--- config.mk ---
export PLATFORM = sky130hd
export DESIGN_NAME = two_pass_resonant_bandpass
export DESIGN_NICKNAME = d
export VERILOG_FILES = /design/src/trb_pkg.sv /design/src/two_pass_resonant_bandpass.sv /design/src/trb_mul.sv /design/src/trb_core.sv
export SDC_FILE = /design/constraint.sdc
export NUM_CORES = 2
export LEC_CHECK = 0
export ABC_AREA = 1
export BUFFER_PORTS_ARGS = -buffer_cell sky130_fd_sc_hd__buf_2
export CORE_ASPECT_RATIO = 0.8
export CORE_MARGIN = 4
export CORE_UTILIZATION = 45
export CTS_CLUSTER_SIZE = 20
export DETAILED_ROUTE_END_ITERATION = 8
export PLACE_DENSITY = 0.56
export SLEW_MARGIN = 20
export SYNTH_ARGS = -nofsm -noshare
export SYNTH_HDL_FRONTEND = slang
export SYNTH_SLANG_ARGS = --single-unit
--- constraint.sdc ---
create_clock -name aclk -period 12.2 [get_ports aclk]
set_clock_uncertainty 0.15 [all_clocks]
set_input_delay 1.83 -clock aclk [delete_from_list [all_inputs] [get_ports aclk]]
set_output_delay 1.83 -clock aclk [all_outputs]
set_load 0.1 [all_outputs]
--- src/trb_pkg.sv ---
// ----------------------------------------------------------------------------
// trb_pkg
// Shared widths, constants and types for the two-pass resonant band-pass
// filter: state format, coefficient format, configuration record and the
// request/response records of the shared multiplier and the sequencer status.
// ----------------------------------------------------------------------------
package trb_pkg;

    // Sample and state formats
    localparam int SAMPLE_BITS = 24;
    localparam int STATE_BITS  = 48;
    localparam int FRAC_BITS   = 8;
    localparam int OUT_W       = 32;

    // Coefficient operand: signed, wide enough for Q2.30 words and Q1.16 ratios
    localparam int COEF_W     = 33;
    localparam int COEF_MAG_W = 32;

    // Multiplier split: the state magnitude is multiplied in two halves
    localparam int LO_W   = (STATE_BITS + 1) / 2;
    localparam int HI_W   = STATE_BITS - LO_W;
    localparam int PP_W   = LO_W + COEF_MAG_W;
    localparam int PROD_W = STATE_BITS + COEF_MAG_W;

    // Product scaling
    localparam int SH_Q30 = 30;
    localparam int SH_Q16 = 16;

    // Saturation limits of a product magnitude
    localparam logic [PROD_W-1:0] LIM_POS =
        {{(PROD_W - STATE_BITS + 1){1'b0}}, {(STATE_BITS - 1){1'b1}}};
    localparam logic [PROD_W-1:0] LIM_NEG =
        {{(PROD_W - STATE_BITS){1'b0}}, 1'b1, {(STATE_BITS - 1){1'b0}}};

    // Output saturation limits
    localparam logic [OUT_W-1:0] OUT_MAX = {1'b0, {(OUT_W - 1){1'b1}}};
    localparam logic [OUT_W-1:0] OUT_MIN = {1'b1, {(OUT_W - 1){1'b0}}};

    // Coefficient constants
    localparam logic [30:0] FREQ_LIMIT = 31'd1405523545;
    localparam logic signed [COEF_W-1:0] CASCADE_GAIN = 33'sd1342177280;

    // Configuration port
    localparam int CFG_ADDR_W = 3;
    localparam int CFG_DATA_W = 32;

    typedef enum logic [CFG_ADDR_W-1:0] {
        REG_PASS_MODE    = 3'd0,
        REG_COEF_FREQ    = 3'd1,
        REG_COEF_DECAY_B = 3'd2,
        REG_COEF_GAIN_B  = 3'd3,
        REG_COEF_DECAY_A = 3'd4,
        REG_COEF_GAIN_A  = 3'd5,
        REG_MIX_RATIO    = 3'd6
    } trb_reg_idx_t;

    typedef struct packed {
        logic               pass_mode;
        logic [30:0]        coef_freq;
        logic signed [31:0] coef_decay_b;
        logic signed [31:0] coef_gain_b;
        logic signed [31:0] coef_decay_a;
        logic signed [31:0] coef_gain_a;
        logic [16:0]        mix_ratio;
    } trb_cfg_t;

    // Request to the shared multiplier
    typedef struct packed {
        logic                         start;
        logic                         sh16;
        logic signed [STATE_BITS-1:0] operand;
        logic signed [COEF_W-1:0]     coef;
    } trb_mul_req_t;

    // Response of the shared multiplier
    typedef struct packed {
        logic                         done;
        logic signed [STATE_BITS-1:0] result;
    } trb_mul_rsp_t;

    // Sequencer status towards the top level
    typedef struct packed {
        logic idle;
        logic res_valid;
    } trb_core_sts_t;

endpackage

--- src/two_pass_resonant_bandpass.sv ---
// ----------------------------------------------------------------------------
// two_pass_resonant_bandpass
// Two-pole resonator band-pass filter, single pass or two cascaded passes
// with a weighted output mix, on one shared multiplier.
//
//   channel  ports                          direction  width
//   s_       s_valid s_ready s_sample_in    in         SAMPLE_BITS
//   m_       m_valid m_ready m_sample_out   out        32
//   cfg_     cfg_wen cfg_addr cfg_wdata     in         3 / 32
//
// Each product passes through the shared multiplier as a half-width multiply
// twice, an add and a scale. A single-pass sample needs 4 products, a two-pass
// sample 10. The next request is taken once the sequencer has handed its
// result to the output register and returned to idle.
// Reset clears configuration and filter state; no clearing pass is needed.
// A new request is taken while the previous result still waits in the
// output register; the sequencer stalls at its end while that register is full.
// ----------------------------------------------------------------------------
module two_pass_resonant_bandpass import trb_pkg::*; (
    input  logic                          aclk,
    input  logic                          aresetn,
    input  logic                          cfg_wen,
    input  logic [CFG_ADDR_W-1:0]         cfg_addr,
    input  logic [CFG_DATA_W-1:0]         cfg_wdata,
    input  logic                          s_valid,
    output logic                          s_ready,
    input  logic signed [SAMPLE_BITS-1:0] s_sample_in,
    output logic                          m_valid,
    input  logic                          m_ready,
    output logic signed [OUT_W-1:0]       m_sample_out
);

    trb_cfg_t             cfg_reg, cfg_next;
    logic                 m_valid_reg, m_valid_next;
    logic [OUT_W-1:0]     m_data_reg, m_data_next;

    trb_core_sts_t        core_sts;
    logic signed [OUT_W-1:0] core_data;
    logic                 res_ready;

    // Register writes; unknown indexes are dropped
    always_comb begin
        cfg_next = cfg_reg;
        if (cfg_wen) begin
            case (cfg_addr)
                REG_PASS_MODE:    cfg_next.pass_mode    = cfg_wdata[0];
                REG_COEF_FREQ:    cfg_next.coef_freq    = cfg_wdata[30:0];
                REG_COEF_DECAY_B: cfg_next.coef_decay_b = signed'(cfg_wdata);
                REG_COEF_GAIN_B:  cfg_next.coef_gain_b  = signed'(cfg_wdata);
                REG_COEF_DECAY_A: cfg_next.coef_decay_a = signed'(cfg_wdata);
                REG_COEF_GAIN_A:  cfg_next.coef_gain_a  = signed'(cfg_wdata);
                REG_MIX_RATIO:    cfg_next.mix_ratio    = cfg_wdata[16:0];
                default: begin
                    cfg_next = cfg_reg;
                end
            endcase
        end
    end

    trb_core u_core (
        .aclk      (aclk),
        .aresetn   (aresetn),
        .cfg       (cfg_reg),
        .start     (s_valid && core_sts.idle),
        .sample    (s_sample_in),
        .res_ready (res_ready),
        .sts       (core_sts),
        .res_data  (core_data)
    );

    // Output register: load when empty or being drained, hold otherwise
    assign res_ready = !m_valid_reg || m_ready;

    always_comb begin
        m_valid_next = m_valid_reg;
        m_data_next  = m_data_reg;
        if (core_sts.res_valid && res_ready) begin
            m_valid_next = 1'b1;
            m_data_next  = core_data;
        end else if (m_ready) begin
            m_valid_next = 1'b0;
        end
    end

    always_ff @(posedge aclk) begin
        m_data_reg <= m_data_next;
        if (!aresetn) begin
            cfg_reg     <= '0;
            m_valid_reg <= 1'b0;
        end else begin
            cfg_reg     <= cfg_next;
            m_valid_reg <= m_valid_next;
        end
    end

    assign s_ready      = core_sts.idle;
    assign m_valid      = m_valid_reg;
    assign m_sample_out = signed'(m_data_reg);

endmodule

--- src/trb_mul.sv ---
// ----------------------------------------------------------------------------
// trb_mul
// Shared multi-cycle multiplier: state value times coefficient, scaled by
// 2^-30 or 2^-16 with rounding towards minus infinity, saturated to the
// signed state range. One half of the operand is multiplied per cycle.
// ----------------------------------------------------------------------------
module trb_mul import trb_pkg::*; (
    input  logic         aclk,
    input  logic         aresetn,
    input  trb_mul_req_t req,
    output trb_mul_rsp_t rsp
);

    typedef enum logic [2:0] {
        M_IDLE,
        M_LO,
        M_HI,
        M_ADD,
        M_FIN
    } mul_state_t;

    mul_state_t              state_reg, state_next;
    logic                    done_reg, done_next;
    logic                    neg_reg, neg_next;
    logic                    sh16_reg, sh16_next;
    logic [STATE_BITS-1:0]   ua_reg, ua_next;
    logic [COEF_MAG_W-1:0]   uc_reg, uc_next;
    logic [PP_W-1:0]         prod_reg, prod_next;
    logic [PROD_W-1:0]       acc_reg, acc_next;
    logic [STATE_BITS-1:0]   res_reg, res_next;

    logic [PP_W-1:0]         mul_a;
    logic [PP_W-1:0]         mul_b;
    logic [STATE_BITS-1:0]   op_neg;
    logic [COEF_W-1:0]       coef_neg;
    logic [PROD_W-1:0]       shifted;
    logic                    rem_nz;
    logic [PROD_W-1:0]       rounded;
    logic [PROD_W-1:0]       lim;
    logic [STATE_BITS-1:0]   mag;

    // Shared multiplier: low half first, then high half
    assign mul_a = (state_reg == M_LO) ? PP_W'(ua_reg[LO_W-1:0])
                                       : PP_W'(ua_reg[STATE_BITS-1:LO_W]);
    assign mul_b = PP_W'(uc_reg);

    assign op_neg   = STATE_BITS'(-req.operand);
    assign coef_neg = -req.coef;

    // Scale, round towards minus infinity and clamp the magnitude
    always_comb begin
        if (sh16_reg) begin
            shifted = acc_reg >> SH_Q16;
            rem_nz  = |acc_reg[SH_Q16-1:0];
        end else begin
            shifted = acc_reg >> SH_Q30;
            rem_nz  = |acc_reg[SH_Q30-1:0];
        end
        rounded = shifted + PROD_W'(neg_reg && rem_nz);
        lim     = neg_reg ? LIM_NEG : LIM_POS;
        if (rounded > lim) begin
            mag = lim[STATE_BITS-1:0];
        end else begin
            mag = rounded[STATE_BITS-1:0];
        end
    end

    // Next-state logic
    always_comb begin
        state_next = state_reg;
        done_next  = 1'b0;
        neg_next   = neg_reg;
        sh16_next  = sh16_reg;
        ua_next    = ua_reg;
        uc_next    = uc_reg;
        prod_next  = prod_reg;
        acc_next   = acc_reg;
        res_next   = res_reg;
        case (state_reg)
            M_IDLE: begin
                if (req.start) begin
                    neg_next   = req.operand[STATE_BITS-1] ^ req.coef[COEF_W-1];
                    sh16_next  = req.sh16;
                    ua_next    = req.operand[STATE_BITS-1] ? op_neg : req.operand;
                    uc_next    = req.coef[COEF_W-1] ? coef_neg[COEF_MAG_W-1:0]
                                                    : req.coef[COEF_MAG_W-1:0];
                    state_next = M_LO;
                end
            end
            M_LO: begin
                prod_next  = mul_a * mul_b;
                state_next = M_HI;
            end
            M_HI: begin
                acc_next   = PROD_W'(prod_reg);
                prod_next  = mul_a * mul_b;
                state_next = M_ADD;
            end
            M_ADD: begin
                acc_next   = acc_reg + (PROD_W'(prod_reg) << LO_W);
                state_next = M_FIN;
            end
            M_FIN: begin
                res_next   = neg_reg ? STATE_BITS'(-mag) : mag;
                done_next  = 1'b1;
                state_next = M_IDLE;
            end
            default: begin
                state_next = M_IDLE;
            end
        endcase
    end

    always_ff @(posedge aclk) begin
        neg_reg  <= neg_next;
        sh16_reg <= sh16_next;
        ua_reg   <= ua_next;
        uc_reg   <= uc_next;
        prod_reg <= prod_next;
        acc_reg  <= acc_next;
        res_reg  <= res_next;
        if (!aresetn) begin
            state_reg <= M_IDLE;
            done_reg  <= 1'b0;
        end else begin
            state_reg <= state_next;
            done_reg  <= done_next;
        end
    end

    assign rsp.done   = done_reg;
    assign rsp.result = signed'(res_reg);

endmodule

--- src/trb_core.sv ---
// ----------------------------------------------------------------------------
// trb_core
// Sequencer of the resonator passes: holds the filter state, steps through
// the products of one sample on the shared multiplier and folds each product
// into the state with saturating add and subtract.
// ----------------------------------------------------------------------------
module trb_core import trb_pkg::*; (
    input  logic                          aclk,
    input  logic                          aresetn,
    input  trb_cfg_t                      cfg,
    input  logic                          start,
    input  logic signed [SAMPLE_BITS-1:0] sample,
    input  logic                          res_ready,
    output trb_core_sts_t                 sts,
    output logic signed [OUT_W-1:0]       res_data
);

    typedef enum logic [1:0] {
        C_IDLE,
        C_ISSUE,
        C_WAIT,
        C_DONE
    } core_state_t;

    // One entry per product of the sample
    typedef enum logic [3:0] {
        ST_A1, ST_A2, ST_A3, ST_A4,
        ST_B1, ST_B2, ST_B3, ST_B4,
        ST_X1, ST_X2
    } step_t;

    typedef logic signed [STATE_BITS-1:0] state_word_t;

    core_state_t state_reg, state_next;
    step_t       step_reg, step_next;
    state_word_t s0a_reg, s0a_next;
    state_word_t s1a_reg, s1a_next;
    state_word_t s0b_reg, s0b_next;
    state_word_t s1b_reg, s1b_next;
    state_word_t x_reg, x_next;
    state_word_t t_reg, t_next;
    state_word_t y_reg, y_next;

    trb_mul_req_t mul_req;
    trb_mul_rsp_t mul_rsp;

    logic signed [SAMPLE_BITS+FRAC_BITS-1:0] x_scaled;
    logic [30:0]                              freq_use;
    logic signed [COEF_W-1:0]                 freq_c;
    state_word_t                              m;
    state_word_t                              ip;
    logic [STATE_BITS-OUT_W:0]                ip_top;

    // Saturating add or subtract in the state range
    function automatic state_word_t sat_addsub(input state_word_t a,
                                               input state_word_t b,
                                               input logic sub);
        logic [STATE_BITS:0] s;
        state_word_t         r;
        if (sub) begin
            s = {a[STATE_BITS-1], a} - {b[STATE_BITS-1], b};
        end else begin
            s = {a[STATE_BITS-1], a} + {b[STATE_BITS-1], b};
        end
        if (s[STATE_BITS] != s[STATE_BITS-1]) begin
            r = s[STATE_BITS] ? {1'b1, {(STATE_BITS - 1){1'b0}}}
                              : {1'b0, {(STATE_BITS - 1){1'b1}}};
        end else begin
            r = s[STATE_BITS-1:0];
        end
        return r;
    endfunction

    trb_mul u_mul (
        .aclk    (aclk),
        .aresetn (aresetn),
        .req     (mul_req),
        .rsp     (mul_rsp)
    );

    // Scale the sample into state format and limit the frequency word
    assign x_scaled = {sample, {FRAC_BITS{1'b0}}};
    assign freq_use = (cfg.coef_freq > FREQ_LIMIT) ? FREQ_LIMIT : cfg.coef_freq;
    assign freq_c   = signed'(COEF_W'(freq_use));
    assign m        = mul_rsp.result;

    // Select the operands of the current product
    always_comb begin
        mul_req.start   = (state_reg == C_ISSUE);
        mul_req.sh16    = 1'b0;
        mul_req.operand = t_reg;
        mul_req.coef    = freq_c;
        case (step_reg)
            ST_A1: begin
                mul_req.operand = s1a_reg;
                mul_req.coef    = COEF_W'(cfg.coef_decay_a);
            end
            ST_A2: begin
                mul_req.operand = s0a_reg;
            end
            ST_A3: begin
                mul_req.operand = x_reg;
                mul_req.coef    = COEF_W'(cfg.coef_gain_a);
            end
            ST_B1: begin
                mul_req.operand = s1b_reg;
                mul_req.coef    = COEF_W'(cfg.coef_decay_b);
            end
            ST_B2: begin
                mul_req.operand = s0b_reg;
            end
            ST_B3: begin
                mul_req.operand = cfg.pass_mode ? s1a_reg : x_reg;
                mul_req.coef    = COEF_W'(cfg.coef_gain_b);
            end
            ST_X1: begin
                mul_req.operand = s1a_reg;
                mul_req.coef    = signed'(COEF_W'(cfg.mix_ratio));
                mul_req.sh16    = 1'b1;
            end
            ST_X2: begin
                mul_req.operand = s1b_reg;
                mul_req.coef    = CASCADE_GAIN;
            end
            default: begin
                mul_req.operand = t_reg;
            end
        endcase
    end

    // Sequencer: issue a product, fold it in, advance
    always_comb begin
        state_next = state_reg;
        step_next  = step_reg;
        s0a_next   = s0a_reg;
        s1a_next   = s1a_reg;
        s0b_next   = s0b_reg;
        s1b_next   = s1b_reg;
        x_next     = x_reg;
        t_next     = t_reg;
        y_next     = y_reg;
        case (state_reg)
            C_IDLE: begin
                if (start) begin
                    x_next     = STATE_BITS'(x_scaled);
                    step_next  = cfg.pass_mode ? ST_A1 : ST_B1;
                    state_next = C_ISSUE;
                end
            end
            C_ISSUE: begin
                state_next = C_WAIT;
            end
            C_WAIT: begin
                if (mul_rsp.done) begin
                    state_next = C_ISSUE;
                    case (step_reg)
                        ST_A1: begin
                            t_next    = m;
                            step_next = ST_A2;
                        end
                        ST_A2: begin
                            t_next    = sat_addsub(t_reg, m, 1'b0);
                            step_next = ST_A3;
                        end
                        ST_A3: begin
                            t_next    = sat_addsub(t_reg, m, 1'b1);
                            step_next = ST_A4;
                        end
                        ST_A4: begin
                            s0a_next  = sat_addsub(s0a_reg, m, 1'b1);
                            s1a_next  = t_reg;
                            step_next = ST_B1;
                        end
                        ST_B1: begin
                            t_next    = m;
                            step_next = ST_B2;
                        end
                        ST_B2: begin
                            t_next    = sat_addsub(t_reg, m, 1'b0);
                            step_next = ST_B3;
                        end
                        ST_B3: begin
                            t_next    = sat_addsub(t_reg, m, 1'b1);
                            step_next = ST_B4;
                        end
                        ST_B4: begin
                            s0b_next = sat_addsub(s0b_reg, m, 1'b1);
                            s1b_next = t_reg;
                            if (cfg.pass_mode) begin
                                step_next = ST_X1;
                            end else begin
                                y_next     = t_reg;
                                state_next = C_DONE;
                            end
                        end
                        ST_X1: begin
                            y_next    = m;
                            step_next = ST_X2;
                        end
                        ST_X2: begin
                            y_next     = sat_addsub(y_reg, m, 1'b1);
                            state_next = C_DONE;
                        end
                        default: begin
                            state_next = C_DONE;
                        end
                    endcase
                end
            end
            C_DONE: begin
                if (res_ready) begin
                    state_next = C_IDLE;
                end
            end
            default: begin
                state_next = C_IDLE;
            end
        endcase
    end

    always_ff @(posedge aclk) begin
        x_reg <= x_next;
        t_reg <= t_next;
        y_reg <= y_next;
        if (!aresetn) begin
            state_reg <= C_IDLE;
            step_reg  <= ST_A1;
            s0a_reg   <= '0;
            s1a_reg   <= '0;
            s0b_reg   <= '0;
            s1b_reg   <= '0;
        end else begin
            state_reg <= state_next;
            step_reg  <= step_next;
            s0a_reg   <= s0a_next;
            s1a_reg   <= s1a_next;
            s0b_reg   <= s0b_next;
            s1b_reg   <= s1b_next;
        end
    end

    // Integer part of the result, saturated to the output width
    assign ip     = y_reg >>> FRAC_BITS;
    assign ip_top = ip[STATE_BITS-1:OUT_W-1];

    always_comb begin
        if ((&ip_top) || !(|ip_top)) begin
            res_data = signed'(ip[OUT_W-1:0]);
        end else if (ip[STATE_BITS-1]) begin
            res_data = signed'(OUT_MIN);
        end else begin
            res_data = signed'(OUT_MAX);
        end
    end

    assign sts.idle      = (state_reg == C_IDLE);
    assign sts.res_valid = (state_reg == C_DONE);

endmodule
# Word-level counts from Yosys, hierarchy flattened
# Cells that the tools add are included.
# totals
in_bits	64
reg_bits	798
wordCells	189
out_inout_bits	34
# op_classes
order_cmp	2
mul	1
n_mux	71
add_sub_neg	10
reduce_logical	40
bitwise_logic	1
n_eq_ne	36
# op_table
op	n
49-bit 2-to-1 mux	21
48-bit 2-to-1 mux	19
48-bit one-hot mux with 6 select lines	1
48-bit one-hot mux with 5 select lines	1
33-bit one-hot mux with 6 select lines	1
48-bit by 48-bit subtractor with 49-bit output	4
80-bit one-hot mux with 2 select lines	1
48-bit one-hot mux with 3 select lines	1
32-bit 2-to-1 mux	3
48-bit negator	2
80-bit adder	1
64-bit by 1-bit adder with 65-bit output	1
65-bit by 48-bit greater-than comparator with 1-bit output	1
64-bit 2-to-1 mux	1
24-bit by 32-bit multiplier with 56-bit output	1
48-bit by 48-bit adder with 49-bit output	1
47-bit 2-to-1 mux	1
4-bit one-hot mux with 9 select lines	1
32-bit negator	1
31-bit greater-than comparator, second input constant	1
31-bit 2-to-1 mux	1
30-bit OR reduction	1
24-bit 2-to-1 mux	1
2-bit AND reduction	9
other kinds (40)	85

# Logic depth before layout (Yosys ltp)
# logic_depth
word_depth	8
ltp_mapped	44
ltp_nobuf	42

# Hierarchy
# A second synthesis with hierarchy kept.
# unflattened
hier_cells	12575
hier_area_um2	87516.4
# by_module_without_submodules
mod	area_each_um2	seq_area_each_um2	cells_each	n_inst
trb_mul	44502.7	8067.7	5744	1
trb_core	35051.1	7567.3	5781	1
two_pass_resonant_bandpass	7962.6	4524.3	1050	1

# Worst setup path after synthesis
# Ideal clock, no wire load.
# synth_path
path_kind	register -> register
startpoint	reg u_core.u_mul.state_reg[1]
endpoint	reg u_core.u_mul.prod_reg[52] (data pin)
period_less_slack_ps	8139
arrival_time_ps	7737
setup_slack_ps	4061
required_time_ps	11798
setup_time_ps	252
path_buffers	3
path_stages_with_launch	36
cell_sequence	dfxtp_1 -> inv_1 -> nand2_1 -> clkbuf_1 -> clkbuf_1 -> nand2_1 -> o21ai_1 -> clkbuf_1 -> nor2_1 -> fa_1 -> inv_1 -> fa_1 -> inv_1 -> fa_1 -> inv_1 -> fa_1 -> inv_1 -> fa_1 -> fa_1 -> inv_1 -> fa_1 -> inv_1 -> ha_1 -> a21oi_1 -> inv_1 -> a31oi_1 -> a21boi_0 -> o21ai_0 -> a21boi_0 -> o21ai_0 -> a21boi_0 -> o21ai_0 -> nand3_1 -> nand2_1 -> nand2_1 -> nand2_1
# synth_via
elab_chain_cells	3
# synth_rtl
item	line	text
start, declared	trb_mul.sv:22	mul_state_t state_reg, state_next;
start signal, assigned	trb_mul.sv:126	state_reg <= state_next;
3-bit by 1-bit equality test with 1-bit output	trb_mul.sv:43, trb_mul.sv:79	
24-bit 2-to-1 mux	trb_mul.sv:43	assign mul_a = (state_reg == M_LO) ? PP_W'(ua_reg[LO_W-1:0])
24-bit by 32-bit multiplier with 56-bit output	trb_mul.sv:91, trb_mul.sv:96	
end signal, assigned	trb_mul.sv:119	prod_reg <= prod_next;
end, declared	trb_mul.sv:28	logic [PP_W-1:0] prod_reg, prod_next;
# No other way between the ends.
# A chain may end at the register's enable or synchronous reset.

# Final worst setup path
# layout_path
startpoint	reg u_core.u_mul.state_reg[0]
endpoint	reg u_core.u_mul.prod_reg[52] (data pin)
# Same word-level chain as after synthesis.

==> results.txt <==
Rows: 139
Max reg flops: 177
Commonest non-fill, non-tap cells in the layout: 2202 x nand2_1, 1861 x inv_1, 1394 x nor2_1
Area Growth Syn to Fin: 7.64%
CTS resizes: 0
Hold WC Path Type: reg2reg
Clk pin slew, worst setup/hold paths: 60 ps
Gp weighted congestion: 1.02
Ys Warns: 0
Synth Flop Type: edfxtp_1
Ys async rst share: 0%
Global-route wire length before repair: 482000 µm
Post-synthesis cell type count: 69
Via count of the first global-routing pass: 72700
WS Path Type: reg2reg
Clock tree from TritonCTS: yes
Worst Path Required: 12520 ps
CTS root buffer: clkbuf_16
Top delay family on crit path: adder cells
Post-synth EDFFs: 418
Die X-Extent: 485 µm
Final wirelength: 329000 µm
GRT Overall Usage: 34.1%
Core Area: 180000 µm²
Worst slew pin tran: 1410 ps
DRC viols: 0
First-pass DRT Iterations: 9
Final Hold Viols: 0
Register area: 20200 µm²
Final nets: 12300
DIE AREA: 189000 µm²
Crit path max fanout: 32
Number of post-CTS setup repair buffers: 0
Clk_lat worst skew: 740 ps
Sequential area share after synthesis: 24.6%
Multi-input gate area: 53000 µm²
IO Pins: 98
Port Buf Inserts: 97
Post-Syn Area per Cell: 7.33 µm²
Outcome: finished clean
Initial antenna violation count: 17
Dpl hpwl: 265000 µm
DR vias/cell: 5.69
CP peak stage delay: 740 ps
Share of cells above drive strength 1: 5.11%
Max_cap viols: 0
Pins over their slew limit: 0
Fmax achieved: 0.0932 GHz
Setup Viol. Count Final: 0
Initial Utilization: 45.4%
CP endpoint kind: register
Unrepaired setup endpoints after global routing: false
Antenna viol nets, final: 0
Max-slew headroom: 5.85%
Startpoint types: register
Routed wire length per instance: 24.3 µm
Pin count of the biggest net entering global routing: 129
# fillers: 18400
Fin crit share: 87.9%
CTS buffer count: 86
Cell area after synthesis: 81800 µm²
Final worst path period need: 10730 ps
Arr. time, crit path: 11050 ps
Reg2Reg Setup Slack: 1470 ps
Clock sink total: 798
Deepest clock path buffer count: 3
GRT overflow: 0
H-tree depth: 3
Die height: 389 µm
DR iter-0 viols: 8540
Post-Syn Nets: 12400
Total Negative Setup Slacks: 0 ps
Synthesis-stage register bit count: 798
Most common cell after layout, fill and taps aside: nand2_1
Slowest cell on crit path: a21boi_0
Hold Buf Count CTS: 0
Synth Instances: 11200
CP bufs+invs: 8
Vias: 77100
through the flow:
| stage | util, % | worst slack [ps] | hold slack (ps) | instance area [µm²] | std cells |
|---|---|---|---|---|---|
| after floorplan | - | 4060 | 274 | 81800 | 11200 |
| after CTS | 48.9 | 1950 | 300 | 88000 | 13500 |
| final | 48.9 | 1470 | 298 | 88100 | 13500 |
| after global placement | 47.2 | 1790 | 283 | 85000 | 13400 |
| after global routing | 48.9 | 1260 | 314 | 88100 | 13500 |
| after detailed placement | 47.2 | 1940 | 291 | 85000 | 13400 |
cells by family after synthesis:
family / share of synthesized area [%]
AND/OR/NAND/NOR: 21.1
buffers and inverters: 11.0
AO/OA/AOI/OAI: 14.6
adder cells (fa/ha/maj): 24.4
flip-flops: 24.6
XOR/XNOR: 4.30
multiplexers: 0.0367
layer usage:
layer / routed length [µm] / GRT usage, %
met1: 152000 / 51.6
met2: 124000 / 45.1
met3: 45800 / 13.6
met4: 6820 / 6.82
met5: 10 / 0
cell usage after synthesis, types with 68 or more instances:
| cell type | instances | area, µm² |
|---|---|---|
| xor2_1 | 282 | 2470 |
| nor2_1 | 1409 | 5290 |
| dfxtp_1 | 380 | 7610 |
| ha_1 | 530 | 6630 |
| o21ai_0 | 802 | 4010 |
| clkbuf_1 | 359 | 1350 |
| nor3_1 | 75 | 375 |
| fa_1 | 664 | 13300 |
| edfxtp_1 | 418 | 12600 |
| a31oi_1 | 98 | 613 |
| nand4_1 | 68 | 425 |
| nand3_1 | 358 | 1790 |
| inv_1 | 1861 | 6990 |
| nand2_1 | 2211 | 8300 |
| xnor2_1 | 120 | 1050 |
| a21oi_1 | 865 | 4330 |
area by class of cell:
| cell class | instances | area share, % |
|---|---|---|
| Clock inverter | 37 | 0.546 |
| Sequential cell | 798 | 22.9 |
| Timing Repair Buffer | 260 | 1.97 |
| Inverter | 1893 | 8.07 |
| Clock buffer | 123 | 2.92 |
| Multi-Input combinational cell | 8033 | 60.2 |
| Tap cell | 2397 | 3.41 |
| Antenna cell | 7 | 0.0199 |
path summary, 6_finish.rpt:
| path | cells after the start | endpoint | start |
|---|---|---|---|
| worst min register to register | 2 | cfg_reg[107] | cfg_reg[107] |
| worst max register to register | 32 | u_core.u_mul.prod_reg[52] | u_core.u_mul.state_reg[0] |
| worst min-delay path | 2 | cfg_reg[107] | cfg_reg[107] |
| worst max-delay path | 32 | u_core.u_mul.prod_reg[52] | u_core.u_mul.state_reg[0] |
tightest hold or removal path, stage by stage, from the launching register on:
cell and delay, ps:
dfxtp_1 310, inv_1 50, a21oi_1 50
Power is left out: the tool's default activity adds up to more than one toggle a clock period on the data nets, which glitch-free logic cannot reach.
